--- config.mk ---
export PLATFORM = sky130hd
export DESIGN_NAME = mml_command_to_midi_events_flat
export DESIGN_NICKNAME = d
export VERILOG_FILES = /design/src/design/mml2midi_pkg.sv /design/src/design/mml2midi_cmd_if.sv /design/src/design/mml2midi_byte_if.sv /design/src/design/mml2midi_div.sv /design/src/design/mml2midi_dp.sv /design/src/design/mml2midi_ctrl.sv /design/src/design/mml_command_to_midi_events.sv /design/src/flat_wrapper.sv
export VERILOG_INCLUDE_DIRS = /design/src /design/src/design
export SDC_FILE = /design/constraint.sdc
export NUM_CORES = 1
export LEC_CHECK = 0
export BUFFER_PORTS_ARGS = -buffer_cell sky130_fd_sc_hd__buf_4
export CORE_ASPECT_RATIO = 1.5
export CORE_UTILIZATION = 59
export CTS_BUF_LIST = sky130_fd_sc_hd__clkbuf_8
export CTS_CLUSTER_DIAMETER = 150
export CTS_CLUSTER_SIZE = 25
export DETAILED_ROUTE_END_ITERATION = 8
export PLACE_DENSITY = 0.79
export SLEW_MARGIN = 20
export SYNTH_ARGS = -nofsm -noshare
export SYNTH_HDL_FRONTEND = slang
export SYNTH_HIERARCHICAL = 1
export SYNTH_SLANG_ARGS = --single-unit
--- constraint.sdc ---
create_clock -name clk -period 5.1 [get_ports clk]
set_input_delay 1.02 -clock clk [delete_from_list [all_inputs] [get_ports clk]]
set_output_delay 1.02 -clock clk [all_outputs]
set_load 0.01 [all_outputs]
--- src/design/mml_command_to_midi_events_assert.svh ---
// ----------------------------------------------------------------------------
// mml_command_to_midi_events assertion macros
// Clocked on clk, held off while rst is high.
// ----------------------------------------------------------------------------
`ifndef MML_COMMAND_TO_MIDI_EVENTS_ASSERT_SVH
`define MML_COMMAND_TO_MIDI_EVENTS_ASSERT_SVH

// Same-cycle implication.
`define MML_ASSERT_IMP(lbl, ante, cons) \
  lbl: assert property (@(posedge clk) disable iff (rst) (ante) |-> (cons)) \
    else $error("mml2midi assertion failed");

// Next-cycle implication.
`define MML_ASSERT_NEXT(lbl, ante, cons) \
  lbl: assert property (@(posedge clk) disable iff (rst) (ante) |=> (cons)) \
    else $error("mml2midi assertion failed");

`endif

--- src/design/mml2midi_pkg.sv ---
// ----------------------------------------------------------------------------
// mml2midi_pkg
// Types, command codes and event constants shared by the MML-to-MIDI block.
// ----------------------------------------------------------------------------
package mml2midi_pkg;

  localparam int CNT_W  = 3;   // byte index within one event, up to 8 bytes
  localparam int DIVD_W = 25;  // dividend width: 30000000 needs 25 bits
  localparam int DIVR_W = 16;  // divisor width
  localparam int DCNT_W = 5;   // divider step counter

  // Command codes
  localparam logic [3:0] FUNC_NOTE      = 4'd0;
  localparam logic [3:0] FUNC_REST      = 4'd1;
  localparam logic [3:0] FUNC_SET_OCT   = 4'd2;
  localparam logic [3:0] FUNC_OCT_DOWN  = 4'd3;
  localparam logic [3:0] FUNC_OCT_UP    = 4'd4;
  localparam logic [3:0] FUNC_TRANSPOSE = 4'd5;
  localparam logic [3:0] FUNC_VOLUME    = 4'd6;
  localparam logic [3:0] FUNC_TEMPO     = 4'd7;
  localparam logic [3:0] FUNC_INSTR     = 4'd8;
  localparam logic [3:0] FUNC_END       = 4'd9;

  // Index of the final byte of each event
  localparam logic [CNT_W-1:0] LAST_NOTE  = 3'd7;
  localparam logic [CNT_W-1:0] LAST_TEMPO = 3'd6;
  localparam logic [CNT_W-1:0] LAST_INSTR = 3'd2;
  localparam logic [CNT_W-1:0] LAST_END   = 3'd3;

  // MIDI bytes
  localparam logic [7:0] EV_NOTE_ON     = 8'h90;
  localparam logic [7:0] EV_NOTE_OFF    = 8'h80;
  localparam logic [7:0] EV_PROGRAM     = 8'hC0;
  localparam logic [7:0] EV_META        = 8'hFF;
  localparam logic [7:0] META_TEMPO     = 8'h51;
  localparam logic [7:0] META_TEMPO_LEN = 8'h03;
  localparam logic [7:0] META_EOT       = 8'h2F;

  localparam logic [7:0] OCT_RESET = 8'd4;
  localparam logic [7:0] OCT_MAX   = 8'd9;
  localparam logic [7:0] VEL_RESET = 8'h7F;

  localparam logic [DIVD_W-1:0] TEMPO_NUM = 25'd30000000;

  // Volume scaling: 127 = 14 * 9 + 1, and m/9 = (m * ceil(2^19 / 9)) >> 19
  // for any 16-bit magnitude m.
  localparam logic [7:0]  VOL_WHOLE  = 8'd14;
  localparam logic [15:0] VOL_RECIP9 = 16'd58255;
  localparam int          VOL_SHIFT  = 19;

  typedef enum logic [1:0] {
    ST_IDLE,
    ST_DECODE,
    ST_DIV,
    ST_EMIT
  } state_t;

  // Controller to datapath
  typedef struct packed {
    logic load;
    logic upd;
    logic div_start;
    logic vol_wr;
    logic emit_adv;
    logic cnt_clr;
  } ctl_t;

  // Datapath to controller
  typedef struct packed {
    logic [3:0] func;
    logic       bad;
    logic       div_busy;
    logic       last;
  } stat_t;

  function automatic logic [7:0] letter_base(input logic [2:0] l);
    logic [7:0] v;
    case (l)
      3'd0:    v = 8'd21;
      3'd1:    v = 8'd23;
      3'd2:    v = 8'd12;
      3'd3:    v = 8'd14;
      3'd4:    v = 8'd16;
      3'd5:    v = 8'd17;
      3'd6:    v = 8'd19;
      default: v = 8'd0;
    endcase
    return v;
  endfunction

  function automatic logic [7:0] dur_value(input logic [3:0] i);
    logic [7:0] v;
    case (i)
      4'd0:    v = 8'd1;
      4'd1:    v = 8'd2;
      4'd2:    v = 8'd3;
      4'd3:    v = 8'd4;
      4'd4:    v = 8'd6;
      4'd5:    v = 8'd8;
      4'd6:    v = 8'd12;
      4'd7:    v = 8'd16;
      4'd8:    v = 8'd24;
      4'd9:    v = 8'd32;
      default: v = 8'd0;
    endcase
    return v;
  endfunction

endpackage

--- src/design/mml2midi_cmd_if.sv ---
// ----------------------------------------------------------------------------
// mml2midi_cmd_if
// Command channel: one parsed music-macro command per item.
// ----------------------------------------------------------------------------
interface mml2midi_cmd_if;
  logic              valid;
  logic              ready;
  logic [3:0]        func;
  logic [2:0]        note_letter;
  logic signed [3:0] accidental;
  logic signed [15:0] amount;

  modport source (output valid, func, note_letter, accidental, amount, input ready);
  modport sink (input valid, func, note_letter, accidental, amount, output ready);
endinterface

--- src/design/mml2midi_byte_if.sv ---
// ----------------------------------------------------------------------------
// mml2midi_byte_if
// Event byte channel: one MIDI track byte per item.
// ----------------------------------------------------------------------------
interface mml2midi_byte_if;
  logic       valid;
  logic       ready;
  logic [7:0] out_byte;
  logic       last;
  logic       bad_command;

  modport source (output valid, out_byte, last, bad_command, input ready);
  modport sink (input valid, out_byte, last, bad_command, output ready);
endinterface

--- src/design/mml2midi_div.sv ---
// ----------------------------------------------------------------------------
// mml2midi_div
// Radix-2 restoring divider, one quotient bit per cycle.
// ----------------------------------------------------------------------------
module mml2midi_div (
  input  logic                              clk,
  input  logic                              rst,
  input  logic                              start,
  input  logic [mml2midi_pkg::DIVD_W-1:0]   dividend,
  input  logic [mml2midi_pkg::DIVR_W-1:0]   divisor,
  output logic                              busy,
  output logic [mml2midi_pkg::DIVD_W-1:0]   quotient
);

  logic [mml2midi_pkg::DIVR_W:0]     rem;
  logic [mml2midi_pkg::DIVR_W:0]     rem_sh;
  logic [mml2midi_pkg::DIVR_W:0]     rem_next;
  logic [mml2midi_pkg::DIVR_W-1:0]   divr;
  logic [mml2midi_pkg::DIVD_W-1:0]   dq;
  logic [mml2midi_pkg::DCNT_W-1:0]   step;
  logic                              fits;

  always_comb begin
    rem_sh   = {rem[mml2midi_pkg::DIVR_W-1:0], dq[mml2midi_pkg::DIVD_W-1]};
    fits     = (rem_sh >= {1'b0, divr});
    rem_next = fits ? (rem_sh - {1'b0, divr}) : rem_sh;
  end

  always_ff @(posedge clk) begin
    if (rst) begin
      busy <= 1'b0;
      step <= '0;
    end else if (start) begin
      busy <= 1'b1;
      step <= '0;
    end else if (busy) begin
      step <= step + 1'b1;
      if (step == mml2midi_pkg::DCNT_W'(mml2midi_pkg::DIVD_W - 1)) begin
        busy <= 1'b0;
      end
    end
  end

  // Dividend bits shift out the top while quotient bits shift in the bottom.
  always_ff @(posedge clk) begin
    if (start) begin
      rem  <= '0;
      dq   <= dividend;
      divr <= divisor;
    end else if (busy) begin
      rem <= rem_next;
      dq  <= {dq[mml2midi_pkg::DIVD_W-2:0], fits};
    end
  end

  assign quotient = dq;

endmodule

--- src/design/mml2midi_dp.sv ---
// ----------------------------------------------------------------------------
// mml2midi_dp
// Datapath: command latch, octave/velocity/transpose registers, divider,
// event byte selection.
// ----------------------------------------------------------------------------
module mml2midi_dp (
  input  logic                       clk,
  input  logic                       rst,
  input  mml2midi_pkg::ctl_t         ctl,
  input  logic [3:0]                 func_in,
  input  logic [2:0]                 letter_in,
  input  logic signed [3:0]          acc_in,
  input  logic signed [15:0]         amount_in,
  output mml2midi_pkg::stat_t        st,
  output logic [7:0]                 out_byte,
  output logic                       last,
  output logic                       bad_command
);

  logic [3:0]                        func;
  logic [2:0]                        letter;
  logic signed [3:0]                 acc;
  logic signed [15:0]                amount;
  logic [15:0]                       vol_mag;
  logic [31:0]                       vol_prod;
  logic [7:0]                        vol_sum;
  logic [7:0]                        octave;
  logic [7:0]                        velocity;
  logic [7:0]                        transpose;
  logic [mml2midi_pkg::CNT_W-1:0]    cnt;

  logic [mml2midi_pkg::DIVD_W-1:0]   dividend;
  logic [mml2midi_pkg::DIVR_W-1:0]   divisor;
  logic [mml2midi_pkg::DIVD_W-1:0]   quotient;
  logic                              div_busy;
  logic                              bad;
  logic [7:0]                        oct12;
  logic [7:0]                        note_num;
  logic [7:0]                        n_byte;
  logic [7:0]                        v_byte;
  logic [mml2midi_pkg::CNT_W-1:0]    last_idx;
  logic [7:0]                        sel_byte;

  always_ff @(posedge clk) begin
    if (ctl.load) begin
      func    <= func_in;
      letter  <= letter_in;
      acc     <= acc_in;
      amount  <= amount_in;
      vol_mag <= amount_in[15] ? (16'd0 - amount_in) : amount_in;
    end
  end

  // m/9 by reciprocal multiply; ready in the cycle after the command latch.
  always_ff @(posedge clk) begin
    vol_prod <= {16'd0, vol_mag} * {16'd0, mml2midi_pkg::VOL_RECIP9};
  end

  // 127*m/9 = 14*m + m/9; only the low byte is kept.
  always_comb begin
    vol_sum = vol_mag[7:0] * mml2midi_pkg::VOL_WHOLE
            + vol_prod[mml2midi_pkg::VOL_SHIFT +: 8];
  end

  always_ff @(posedge clk) begin
    if (rst) begin
      octave    <= mml2midi_pkg::OCT_RESET;
      velocity  <= mml2midi_pkg::VEL_RESET;
      transpose <= '0;
    end else begin
      if (ctl.upd) begin
        case (func)
          mml2midi_pkg::FUNC_SET_OCT:   octave <= amount[7:0];
          mml2midi_pkg::FUNC_OCT_DOWN:  if (octave != 8'd0) octave <= octave - 8'd1;
          mml2midi_pkg::FUNC_OCT_UP: begin
            if (octave != mml2midi_pkg::OCT_MAX) octave <= octave + 8'd1;
          end
          mml2midi_pkg::FUNC_TRANSPOSE: transpose <= amount[7:0];
          default: ;
        endcase
      end
      // Truncate toward zero: divide the magnitude, restore the sign.
      if (ctl.vol_wr) begin
        velocity <= amount[15] ? (8'd0 - vol_sum) : vol_sum;
      end
    end
  end

  always_ff @(posedge clk) begin
    if (rst) begin
      cnt <= '0;
    end else if (ctl.cnt_clr) begin
      cnt <= '0;
    end else if (ctl.emit_adv) begin
      cnt <= cnt + 1'b1;
    end
  end

  assign dividend = mml2midi_pkg::TEMPO_NUM;
  assign divisor  = amount;

  mml2midi_div u_div (
    .clk      (clk),
    .rst      (rst),
    .start    (ctl.div_start),
    .dividend (dividend),
    .divisor  (divisor),
    .busy     (div_busy),
    .quotient (quotient)
  );

  always_comb begin
    case (func)
      mml2midi_pkg::FUNC_NOTE,
      mml2midi_pkg::FUNC_REST:  bad = amount[15] || (amount > 16'sd9);
      mml2midi_pkg::FUNC_TEMPO: bad = amount[15] || (amount == 16'sd0);
      default:                  bad = 1'b0;
    endcase
  end

  always_comb begin
    oct12    = {octave[4:0], 3'b000} + {octave[5:0], 2'b00};
    note_num = mml2midi_pkg::letter_base(letter) + oct12 + {{4{acc[3]}}, acc} + transpose;
    n_byte   = (func == mml2midi_pkg::FUNC_NOTE) ? note_num : 8'd0;
    v_byte   = (func == mml2midi_pkg::FUNC_NOTE) ? velocity : 8'd0;
  end

  always_comb begin
    sel_byte = 8'd0;
    last_idx = '0;
    case (func)
      mml2midi_pkg::FUNC_NOTE,
      mml2midi_pkg::FUNC_REST: begin
        last_idx = mml2midi_pkg::LAST_NOTE;
        case (cnt)
          3'd1:    sel_byte = mml2midi_pkg::EV_NOTE_ON;
          3'd2:    sel_byte = n_byte;
          3'd3:    sel_byte = v_byte;
          3'd4:    sel_byte = mml2midi_pkg::dur_value(amount[3:0]);
          3'd5:    sel_byte = mml2midi_pkg::EV_NOTE_OFF;
          3'd6:    sel_byte = n_byte;
          3'd7:    sel_byte = v_byte;
          default: sel_byte = 8'd0;
        endcase
      end
      mml2midi_pkg::FUNC_TEMPO: begin
        last_idx = mml2midi_pkg::LAST_TEMPO;
        case (cnt)
          3'd1:    sel_byte = mml2midi_pkg::EV_META;
          3'd2:    sel_byte = mml2midi_pkg::META_TEMPO;
          3'd3:    sel_byte = mml2midi_pkg::META_TEMPO_LEN;
          3'd4:    sel_byte = quotient[23:16];
          3'd5:    sel_byte = quotient[15:8];
          3'd6:    sel_byte = quotient[7:0];
          default: sel_byte = 8'd0;
        endcase
      end
      mml2midi_pkg::FUNC_INSTR: begin
        last_idx = mml2midi_pkg::LAST_INSTR;
        case (cnt)
          3'd1:    sel_byte = mml2midi_pkg::EV_PROGRAM;
          3'd2:    sel_byte = amount[7:0];
          default: sel_byte = 8'd0;
        endcase
      end
      mml2midi_pkg::FUNC_END: begin
        last_idx = mml2midi_pkg::LAST_END;
        case (cnt)
          3'd1:    sel_byte = mml2midi_pkg::EV_META;
          3'd2:    sel_byte = mml2midi_pkg::META_EOT;
          default: sel_byte = 8'd0;
        endcase
      end
      default: ;
    endcase
  end

  // A rejected command yields one zero byte flagged bad.
  assign out_byte    = bad ? 8'd0 : sel_byte;
  assign last        = bad || (cnt == last_idx);
  assign bad_command = bad;

  assign st.func     = func;
  assign st.bad      = bad;
  assign st.div_busy = div_busy;
  assign st.last     = last;

endmodule

--- src/design/mml2midi_ctrl.sv ---
// ----------------------------------------------------------------------------
// mml2midi_ctrl
// Controller: sequences accept, decode, divide and byte emission.
// ----------------------------------------------------------------------------
module mml2midi_ctrl (
  input  logic                 clk,
  input  logic                 rst,
  input  logic                 cmd_valid,
  output logic                 cmd_ready,
  output logic                 evt_valid,
  input  logic                 evt_ready,
  input  mml2midi_pkg::stat_t  st,
  output mml2midi_pkg::ctl_t   ctl
);

  mml2midi_pkg::state_t state;
  mml2midi_pkg::state_t state_next;
  logic                 uses_div;
  logic                 emits;

  always_comb begin
    uses_div = (st.func == mml2midi_pkg::FUNC_TEMPO) || (st.func == mml2midi_pkg::FUNC_VOLUME);
    emits    = (st.func == mml2midi_pkg::FUNC_NOTE) || (st.func == mml2midi_pkg::FUNC_REST) ||
               (st.func == mml2midi_pkg::FUNC_INSTR) || (st.func == mml2midi_pkg::FUNC_END);
  end

  always_ff @(posedge clk) begin
    if (rst) begin
      state <= mml2midi_pkg::ST_IDLE;
    end else begin
      state <= state_next;
    end
  end

  always_comb begin
    state_next = state;
    unique case (state)
      mml2midi_pkg::ST_IDLE: begin
        if (cmd_valid) state_next = mml2midi_pkg::ST_DECODE;
      end
      mml2midi_pkg::ST_DECODE: begin
        if (st.bad || emits) begin
          state_next = mml2midi_pkg::ST_EMIT;
        end else if (uses_div) begin
          state_next = mml2midi_pkg::ST_DIV;
        end else begin
          state_next = mml2midi_pkg::ST_IDLE;
        end
      end
      mml2midi_pkg::ST_DIV: begin
        if (!st.div_busy) begin
          state_next = (st.func == mml2midi_pkg::FUNC_VOLUME) ? mml2midi_pkg::ST_IDLE
                                                              : mml2midi_pkg::ST_EMIT;
        end
      end
      mml2midi_pkg::ST_EMIT: begin
        if (evt_ready && st.last) state_next = mml2midi_pkg::ST_IDLE;
      end
      default: state_next = mml2midi_pkg::ST_IDLE;
    endcase
  end

  always_comb begin
    cmd_ready = 1'b0;
    evt_valid = 1'b0;
    ctl       = '0;
    unique case (state)
      mml2midi_pkg::ST_IDLE: begin
        cmd_ready = 1'b1;
        ctl.load  = cmd_valid;
      end
      mml2midi_pkg::ST_DECODE: begin
        ctl.upd       = !st.bad;
        // Only tempo divides; volume waits in ST_DIV for its registered product.
        ctl.div_start = !st.bad && (st.func == mml2midi_pkg::FUNC_TEMPO);
        ctl.cnt_clr   = 1'b1;
      end
      mml2midi_pkg::ST_DIV: begin
        ctl.vol_wr = !st.div_busy && (st.func == mml2midi_pkg::FUNC_VOLUME);
      end
      mml2midi_pkg::ST_EMIT: begin
        evt_valid    = 1'b1;
        ctl.emit_adv = evt_ready;
      end
      default: ;
    endcase
  end

endmodule

--- src/design/mml_command_to_midi_events.sv ---
// ----------------------------------------------------------------------------
// mml_command_to_midi_events: music-macro command to MIDI track bytes
// One item at a time: an accept state and a decode state, then one byte
// per cycle while evt.ready is high. Note/rest, instrument, end and tempo
// emit bytes; volume and other valid commands only update registers. Tempo
// first runs the 25-step radix-2 divider. Sync reset: idle, octave 4,
// velocity 127, transpose 0.
// ----------------------------------------------------------------------------
`include "mml_command_to_midi_events_assert.svh"

module mml_command_to_midi_events (
  input  logic                   clk,
  input  logic                   rst,
  mml2midi_cmd_if.sink           cmd,
  mml2midi_byte_if.source        evt
);

  mml2midi_pkg::ctl_t  ctl;
  mml2midi_pkg::stat_t st;

  mml2midi_ctrl u_ctrl (
    .clk       (clk),
    .rst       (rst),
    .cmd_valid (cmd.valid),
    .cmd_ready (cmd.ready),
    .evt_valid (evt.valid),
    .evt_ready (evt.ready),
    .st        (st),
    .ctl       (ctl)
  );

  mml2midi_dp u_dp (
    .clk         (clk),
    .rst         (rst),
    .ctl         (ctl),
    .func_in     (cmd.func),
    .letter_in   (cmd.note_letter),
    .acc_in      (cmd.accidental),
    .amount_in   (cmd.amount),
    .st          (st),
    .out_byte    (evt.out_byte),
    .last        (evt.last),
    .bad_command (evt.bad_command)
  );

  `MML_ASSERT_IMP(a_ready_excl_valid, cmd.ready, !evt.valid)
  `MML_ASSERT_NEXT(a_one_in_flight, cmd.valid && cmd.ready, !cmd.ready)
  `MML_ASSERT_IMP(a_bad_single, evt.valid && evt.bad_command, evt.last && (evt.out_byte == 8'd0))
  `MML_ASSERT_NEXT(a_div_runs, ctl.div_start, st.div_busy)

endmodule
--- src/flat_wrapper.sv ---
// flat-port wrapper written by rule: the top's interface ports become plain ports
module mml_command_to_midi_events_flat 
  (clk, rst, cmd_valid, cmd_func, cmd_note_letter, cmd_accidental, cmd_amount, cmd_ready, evt_valid, evt_out_byte, evt_last, evt_bad_command, evt_ready);
  mml2midi_cmd_if cmd_i ();
  mml2midi_byte_if evt_i ();
  input  logic clk;
  input  logic rst;
  input wire logic [$bits(cmd_i.valid)-1:0] cmd_valid;
  input wire logic [$bits(cmd_i.func)-1:0] cmd_func;
  input wire logic [$bits(cmd_i.note_letter)-1:0] cmd_note_letter;
  input wire logic [$bits(cmd_i.accidental)-1:0] cmd_accidental;
  input wire logic [$bits(cmd_i.amount)-1:0] cmd_amount;
  output wire logic [$bits(cmd_i.ready)-1:0] cmd_ready;
  output wire logic [$bits(evt_i.valid)-1:0] evt_valid;
  output wire logic [$bits(evt_i.out_byte)-1:0] evt_out_byte;
  output wire logic [$bits(evt_i.last)-1:0] evt_last;
  output wire logic [$bits(evt_i.bad_command)-1:0] evt_bad_command;
  input wire logic [$bits(evt_i.ready)-1:0] evt_ready;
  assign cmd_i.valid = cmd_valid;
  assign cmd_i.func = cmd_func;
  assign cmd_i.note_letter = cmd_note_letter;
  assign cmd_i.accidental = cmd_accidental;
  assign cmd_i.amount = cmd_amount;
  assign cmd_ready = cmd_i.ready;
  assign evt_valid = evt_i.valid;
  assign evt_out_byte = evt_i.out_byte;
  assign evt_last = evt_i.last;
  assign evt_bad_command = evt_i.bad_command;
  assign evt_i.ready = evt_ready;
  mml_command_to_midi_events u_core (.clk(clk), .rst(rst), .cmd(cmd_i), .evt(evt_i));
endmodule
==> results of run 1 <==
through the flow:
step	cell area (um2)	util, %	hold slack, ps	setup TNS [ps]	std cells
finish	13730	67.00	455.7	-90.14	1566
global route	13730	67.00	471.5	-729.1	1566
CTS	13530	66.00	455.7	-100.3	1555
detailed placement	13070	63.76	438.0	0	1521
global placement	13070	63.76	435.0	0	1521
floorplan	12460	-	424.4	0	1235
sequential cells by signal (all words and copies together), names as in the netlist, named ones only:
register	count
u_core/u_dp/octave	8
u_core/u_dp/vol_mag	15
u_core/u_ctrl/state	2
u_core/u_dp/letter	3
u_core/u_dp/transpose	8
u_core/u_dp/velocity	8
u_core/u_dp/func	4
u_core/u_dp/u_div/divr	16
u_core/u_dp/u_div/busy	1
u_core/u_dp/vol_prod	8
u_core/u_dp/acc	4
u_core/u_dp/u_div/step	5
u_core/u_dp/u_div/quotient	25
u_core/u_dp/amount	16
u_core/u_dp/u_div/rem	16
u_core/u_dp/cnt	3
cells in the final DEF, fill, tap and decap left out, types with 46 or more instances in the layout:
cell	Yosys	final
a21oi_1	51	48
buf_4	5	78
dfxtp_1	65	65
edfxtp_1	83	83
fa_1	91	86
ha_1	138	129
inv_1	150	149
nand2_1	70	70
nor2_1	65	65
xnor2_1	46	46
layer usage:
metal | GRT usage (%) | wire, um
met1 | 30.78 | 11030
met2 | 54.69 | 16120
met3 | 4.019 | 1318
met5 | 0 | 0
met4 | 18.11 | 1804
kinds of logic (layout without fill, tap and decap cells):
logic type,count (synthesis),after routing,synth area share (%)
multiplexers,50,50,4.337
AO/OA/AOI/OAI,245,245,13.75
other,2,25,0.06068
flip-flops,148,148,30.65
XOR/XNOR,63,63,4.569
adder cells (fa/ha/maj),229,229,28.67
buffers and inverters,194,261,6.308
AND/OR/NAND/NOR,281,281,11.66
how the worst max path moves through the flow:
stage	from	end	slack, ps	cells past startpoint
6_report	u_core/u_dp/letter[2]	evt_out_byte[7]	-90	16
5_1_grt	u_core/u_dp/letter[2]	evt_out_byte[7]	-240	16
4_1_cts	u_core/u_dp/acc[3]	evt_out_byte[7]	-100	12
3_5_place_dp	u_core/u_dp/vol_mag[4]	u_core/u_dp/vol_prod[25]	20	15
3_3_place_gp	u_core/u_dp/vol_mag[4]	u_core/u_dp/vol_prod[25]	90	15
2_1_floorplan	u_core/u_dp/vol_mag[4]	u_core/u_dp/vol_prod[23]	270	14
layout make-up:
cell class              count  area [um2]
clock buffers              17       234.0
clock inverters            15       177.7
fillers                  1586        6765
inverters                 151       566.8
multi-input cells         893        8046
flip-flops and latches    148        3794
well taps                 264       330.3
repair buffers             78       585.6
worst max-delay path: stages (launching register included):
cell and delay, ps:
edfxtp_1 420, inv_2 70, nor2_1 60, nand2_1 80, o21ai_2 70, fa_2 380
fa_2 350, fa_1 480, ha_2 200, fa_2 370, a21o_1 180, a21oi_2 120
xnor3_1 230, a221oi_2 230, o221a_2 240, nor2_1 40, buf_4 170
repair_timing:
item	4_1_cts	5_1_grt
endpoints found under the setup margin	3	11
pin swaps	14	20
resized for setup	12	17
buffers inserted	2	11
hold endpoints to repair	0	0
==> results.json, run 1 <==
{
  "setup_viol": 1,
  "drc": 0,
  "clk_pin_slew_worst_paths_ps": 80,
  "fin_nets": 1549,
  "status": "finished, violations left",
  "die_width_um": 120.3,
  "yosysSeqAreaShare_pct": 30.65,
  "syn-instance-count": 1212,
  "dieArea_um2": 21570,
  "io_pins": 43,
  "fin_crit_ps": 5190,
  "r2r_setup_slack_ps": 120,
  "r2r_cells": 14,
  "ant_nets": 0,
  "hold_path_class": "reg -> reg",
  "cts_max_level": 4,
  "pre_cts_ws_ps": 17.71,
  "synth-seq-cells": 148,
  "dp_hpwl_mm": 23.23,
  "die_y_um": 179.4,
  "antenna_cells": 0,
  "finalWirelength_mm": 30.27,
  "hold_depth": 0,
  "period_share_pct": 101.8,
  "cts_tree": "built",
  "drt-pass1-iter-count": 5,
  "timing_worst_setup_path_type": "reg -> out",
  "required_ps": 4080,
  "worst_setup_path_end_kind": "output pin",
  "grt_overflow": 0,
  "grt_max_degree": 47,
  "yosys.area.top_type": "edfxtp_1",
  "synthFlopType": "edfxtp_1",
  "synth_common_cells": "inv_1 (150), ha_1 (138), fa_1 (91)",
  "r2r-start": "u_core/u_dp/vol_mag[8]",
  "ctsHoldBuffers": 0,
  "viasPerCell": 6.052,
  "cts_made_buffers": 17,
  "slew_headroom_pct": 48.69,
  "final.setup.worst_slack_ps": -90.14,
  "synth_top_area_share_pct": 20.14,
  "postSynthAreaPerCell_um2": 10.21,
  "fmax_ghz": 0.1927,
  "rows": 64,
  "min-delay-start": "u_core/u_dp/amount[14]",
  "vias": 9477,
  "crit_fanout": 2,
  "clk_path_buf_depth": 2,
  "rsz0062_at_grt": "true",
  "io_buffers": 42,
  "final-hold-violation-count": 0,
  "async_flop_share_pct": 0,
  "critPathLaunchType": "flip-flop",
  "synthDistinctLibCells": 77,
  "grt_pass1_vias": 9676,
  "timing.rr.end": "u_core/u_dp/vol_prod[21]",
  "yosysMostFrequentCell": "inv_1",
  "drv_slew": 0,
  "synthToLayoutAreaGrowth_pct": 10.97,
  "cts-root-buf": "clkbuf_8",
  "synth_area_leaders": "edfxtp_1 (20%), fa_1 (15%), ha_1 (14%), dfxtp_1 (11%), inv_1 (4.5%)",
  "first_iter_violations": 691,
  "synth_edf_count": 83,
  "tightest_slew_ps": 762.6,
  "grt_antenna_before_repair": 0,
  "drv_cap": 0,
  "clkSinkCount": 148,
  "cp_data_arrival_time_ps": 4170,
  "initial_core_util_pct": 60.38,
  "fin_skew_ps": 12.35,
  "layout-drive-gt1-share_pct": 13.75,
  "gp_congestion": 0.9680,
  "core_area_um2": 20500,
  "violations": "negative setup slack",
  "netlist_area_um2": 12380,
  "yosys_warnings": 6,
  "worst_skew_pair.late_latency_ps": 480,
  "hold_path_end": "u_core/u_dp/u_div/divr[14]",
  "grtUsageTotal_pct": 29.22,
  "grt_pass1_wl_mm": 48.04,
  "wire_per_inst_um": 19.33
}
Power of run 1 is left out: the tool's default activity adds up to more than one toggle a clock period on the data nets, which glitch-free logic cannot reach.
==> run 2: changes to the inputs <==
GPL_TIMING_DRIVEN = 0   (was default)
SETUP_SLACK_MARGIN = 0.3   (was default)
==> run 2 against run 1 <==
  * The flow still finishes with violations (negative setup slack)
  * Maximum frequency decreased by 3.2%
  * Final area is 4.8% higher
  * Critical path depth fell by 4
  * Clock skew is 0.55 ps lower
  * First-iteration DRC count increased by 4.1%
  * Register-to-register slack better by 40 ps
  * Cell count is 3.4% higher
  * Flip-flop and latch count unchanged
  * Via count up 3.5%
  * Routed wire length increased by 4.7%
  * Sequential share of layout area shrank 1.2 points
==> results.json, run 2 (synthesis gave the netlist of run 1 again) <==
{
  "final_area_um2": 14390,
  "grt_overflow": 0,
  "dp_hpwl_mm": 23.35,
  "r2r_setup_slack_ps": 160,
  "layout_commonest_cell": "inv_1",
  "r2r_cells": 15,
  "drc": 0,
  "timing.rr.end": "u_core/u_dp/vol_prod[21]",
  "cts_made_buffers": 17,
  "worst_skew_pair.late_latency_ps": 470,
  "setup_viol": 3,
  "synthToLayoutAreaGrowth_pct": 16.26,
  "hold_path_end": "u_core/u_dp/u_div/divr[10]",
  "die_y_um": 179.4,
  "final-hold-violation-count": 0,
  "final.setup.worst_slack_ps": -262.3,
  "dieArea_um2": 21570,
  "vias": 9812,
  "rows": 64,
  "io_buffers": 42,
  "grtUsageTotal_pct": 30.33,
  "status": "finished, violations left",
  "fin_crit_ps": 5362,
  "wire_per_inst_um": 19.57,
  "first_iter_violations": 719,
  "drv_cap": 0,
  "worst_setup_path_end_kind": "output pin",
  "fin_nets": 1603,
  "die_width_um": 120.3,
  "clk_pin_slew_worst_paths_ps": 80,
  "viasPerCell": 6.057,
  "antenna_cells": 0,
  "initial_core_util_pct": 60.38,
  "critPathLaunchType": "flip-flop",
  "io_pins": 43,
  "core_area_um2": 20500,
  "rsz0062_at_grt": "true",
  "tightest_slew_ps": 864.1,
  "grt_max_degree": 32,
  "hold_depth": 0,
  "drv_slew": 0,
  "final_cell_mix": "inv_1 (147), ha_1 (119), buf_4 (86)",
  "violations": "negative setup slack",
  "drt-pass1-iter-count": 6,
  "grt_pass1_wl_mm": 49.72,
  "crit_fanout": 2,
  "cts_tree": "built",
  "grt_pass1_vias": 10120,
  "required_ps": 4080,
  "hold_path_class": "reg -> reg",
  "gp_congestion": 0.9238,
  "ant_nets": 0,
  "layout-drive-gt1-share_pct": 17.92,
  "cts-root-buf": "clkbuf_8",
  "slew_headroom_pct": 40.90,
  "clk_path_buf_depth": 2,
  "fmax_ghz": 0.1865,
  "grt_antenna_before_repair": 0,
  "min-delay-start": "u_core/u_dp/amount[10]",
  "period_share_pct": 105.1,
  "fin_util_pct": 70.19,
  "cp_data_arrival_time_ps": 4340,
  "finalWirelength_mm": 31.70,
  "timing_worst_setup_path_type": "reg -> out",
  "fin_skew_ps": 11.80,
  "largest_register_ffs": 25,
  "cts_max_level": 4,
  "r2r-start": "u_core/u_dp/vol_mag[2]",
  "postPlaceCellArea_um2": 13140,
  "clkSinkCount": 148
}
-- run 2: changes by cell type in the layout (fill, tap and decap cells not counted), moves of 3 or more --
cell / delta
buf_1: +6
buf_2: +8
buf_4: +8
buf_6: +10
bufinv_16: +3
clkbuf_1: +20
fa_1: -10
fa_2: +10
ha_1: -10
ha_4: +11
inv_2: +5
-- run 2: worst max-delay path by stage --
| stage | startpoint | end | slack [ps] | cells after the start |
|---|---|---|---|---|
| after global placement | u_core/u_dp/amount[0] | u_core/u_dp/vol_prod[26] | -230 | 15 |
| after floorplan | u_core/u_dp/vol_mag[4] | u_core/u_dp/vol_prod[23] | 310 | 14 |
| after CTS | u_core/u_dp/acc[3] | evt_out_byte[7] | -270 | 12 |
| final | u_core/u_dp/acc[3] | evt_out_byte[7] | -260 | 12 |
| after global routing | u_core/u_dp/acc[3] | evt_out_byte[7] | -370 | 12 |
| after detailed placement | u_core/u_dp/amount[0] | u_core/u_dp/vol_prod[26] | -250 | 15 |
-- run 2: per-stage QoR --
stage	instances	TNS (ps)	worst slack [ps]	hold slack, ps
4_1_cts	1608	-571.5	-270.0	451.6
5_1_grt	1620	-934.5	-373.0	462.4
3_3_place_gp	1541	-1414	-226.7	431.4
6_report	1620	-602.0	-262.3	451.3
3_5_place_dp	1542	-1892	-254.7	435.0
2_1_floorplan	1235	0	309.9	424.4
-- run 2: layout make-up --
cell class	instances	area, um2
Multi-Input combinational cell	893	8299
Tap cell	264	330.3
Buffer	43	214.0
Clock inverter	15	239.0
Timing Repair Buffer	89	706.9
Inverter	151	566.8
Clock buffer	17	234.0
Sequential cell	148	3799
Fill cell	1506	6111
-- run 2: worst max-delay path: stages, from the launching register on --
cell and delay [ps]:
edfxtp_1 470, fa_1 590, fa_1 460, fa_1 520
ha_4 200, fa_2 390, a21o_1 190, a21oi_2 120
xnor3_1 240, a221oi_2 250, o221a_2 240, nor2_1 40
buf_4 170
-- run 2: layer usage --
layer  vias to the layer above  GRT usage (%)  share of wire, %
met2                       367          55.34                53
met5                         -              0                 0
met4                         0          22.33               7.1
met1                      4744          30.99                35
met3                       144          5.348               4.7
li1                       4557              -                 -
-- run 2: timing repair --
| action | in CTS | in global routing |
|---|---|---|
| setup endpoints to repair | 48 | 52 |
| buffers inserted | 34 | 12 |
| cloned | 0 | 0 |
| pin swaps | 72 | 27 |
| gates resized for setup | 59 | 25 |
| hold buffers | 0 | 0 |
Power of run 2 is left out for the same reason.
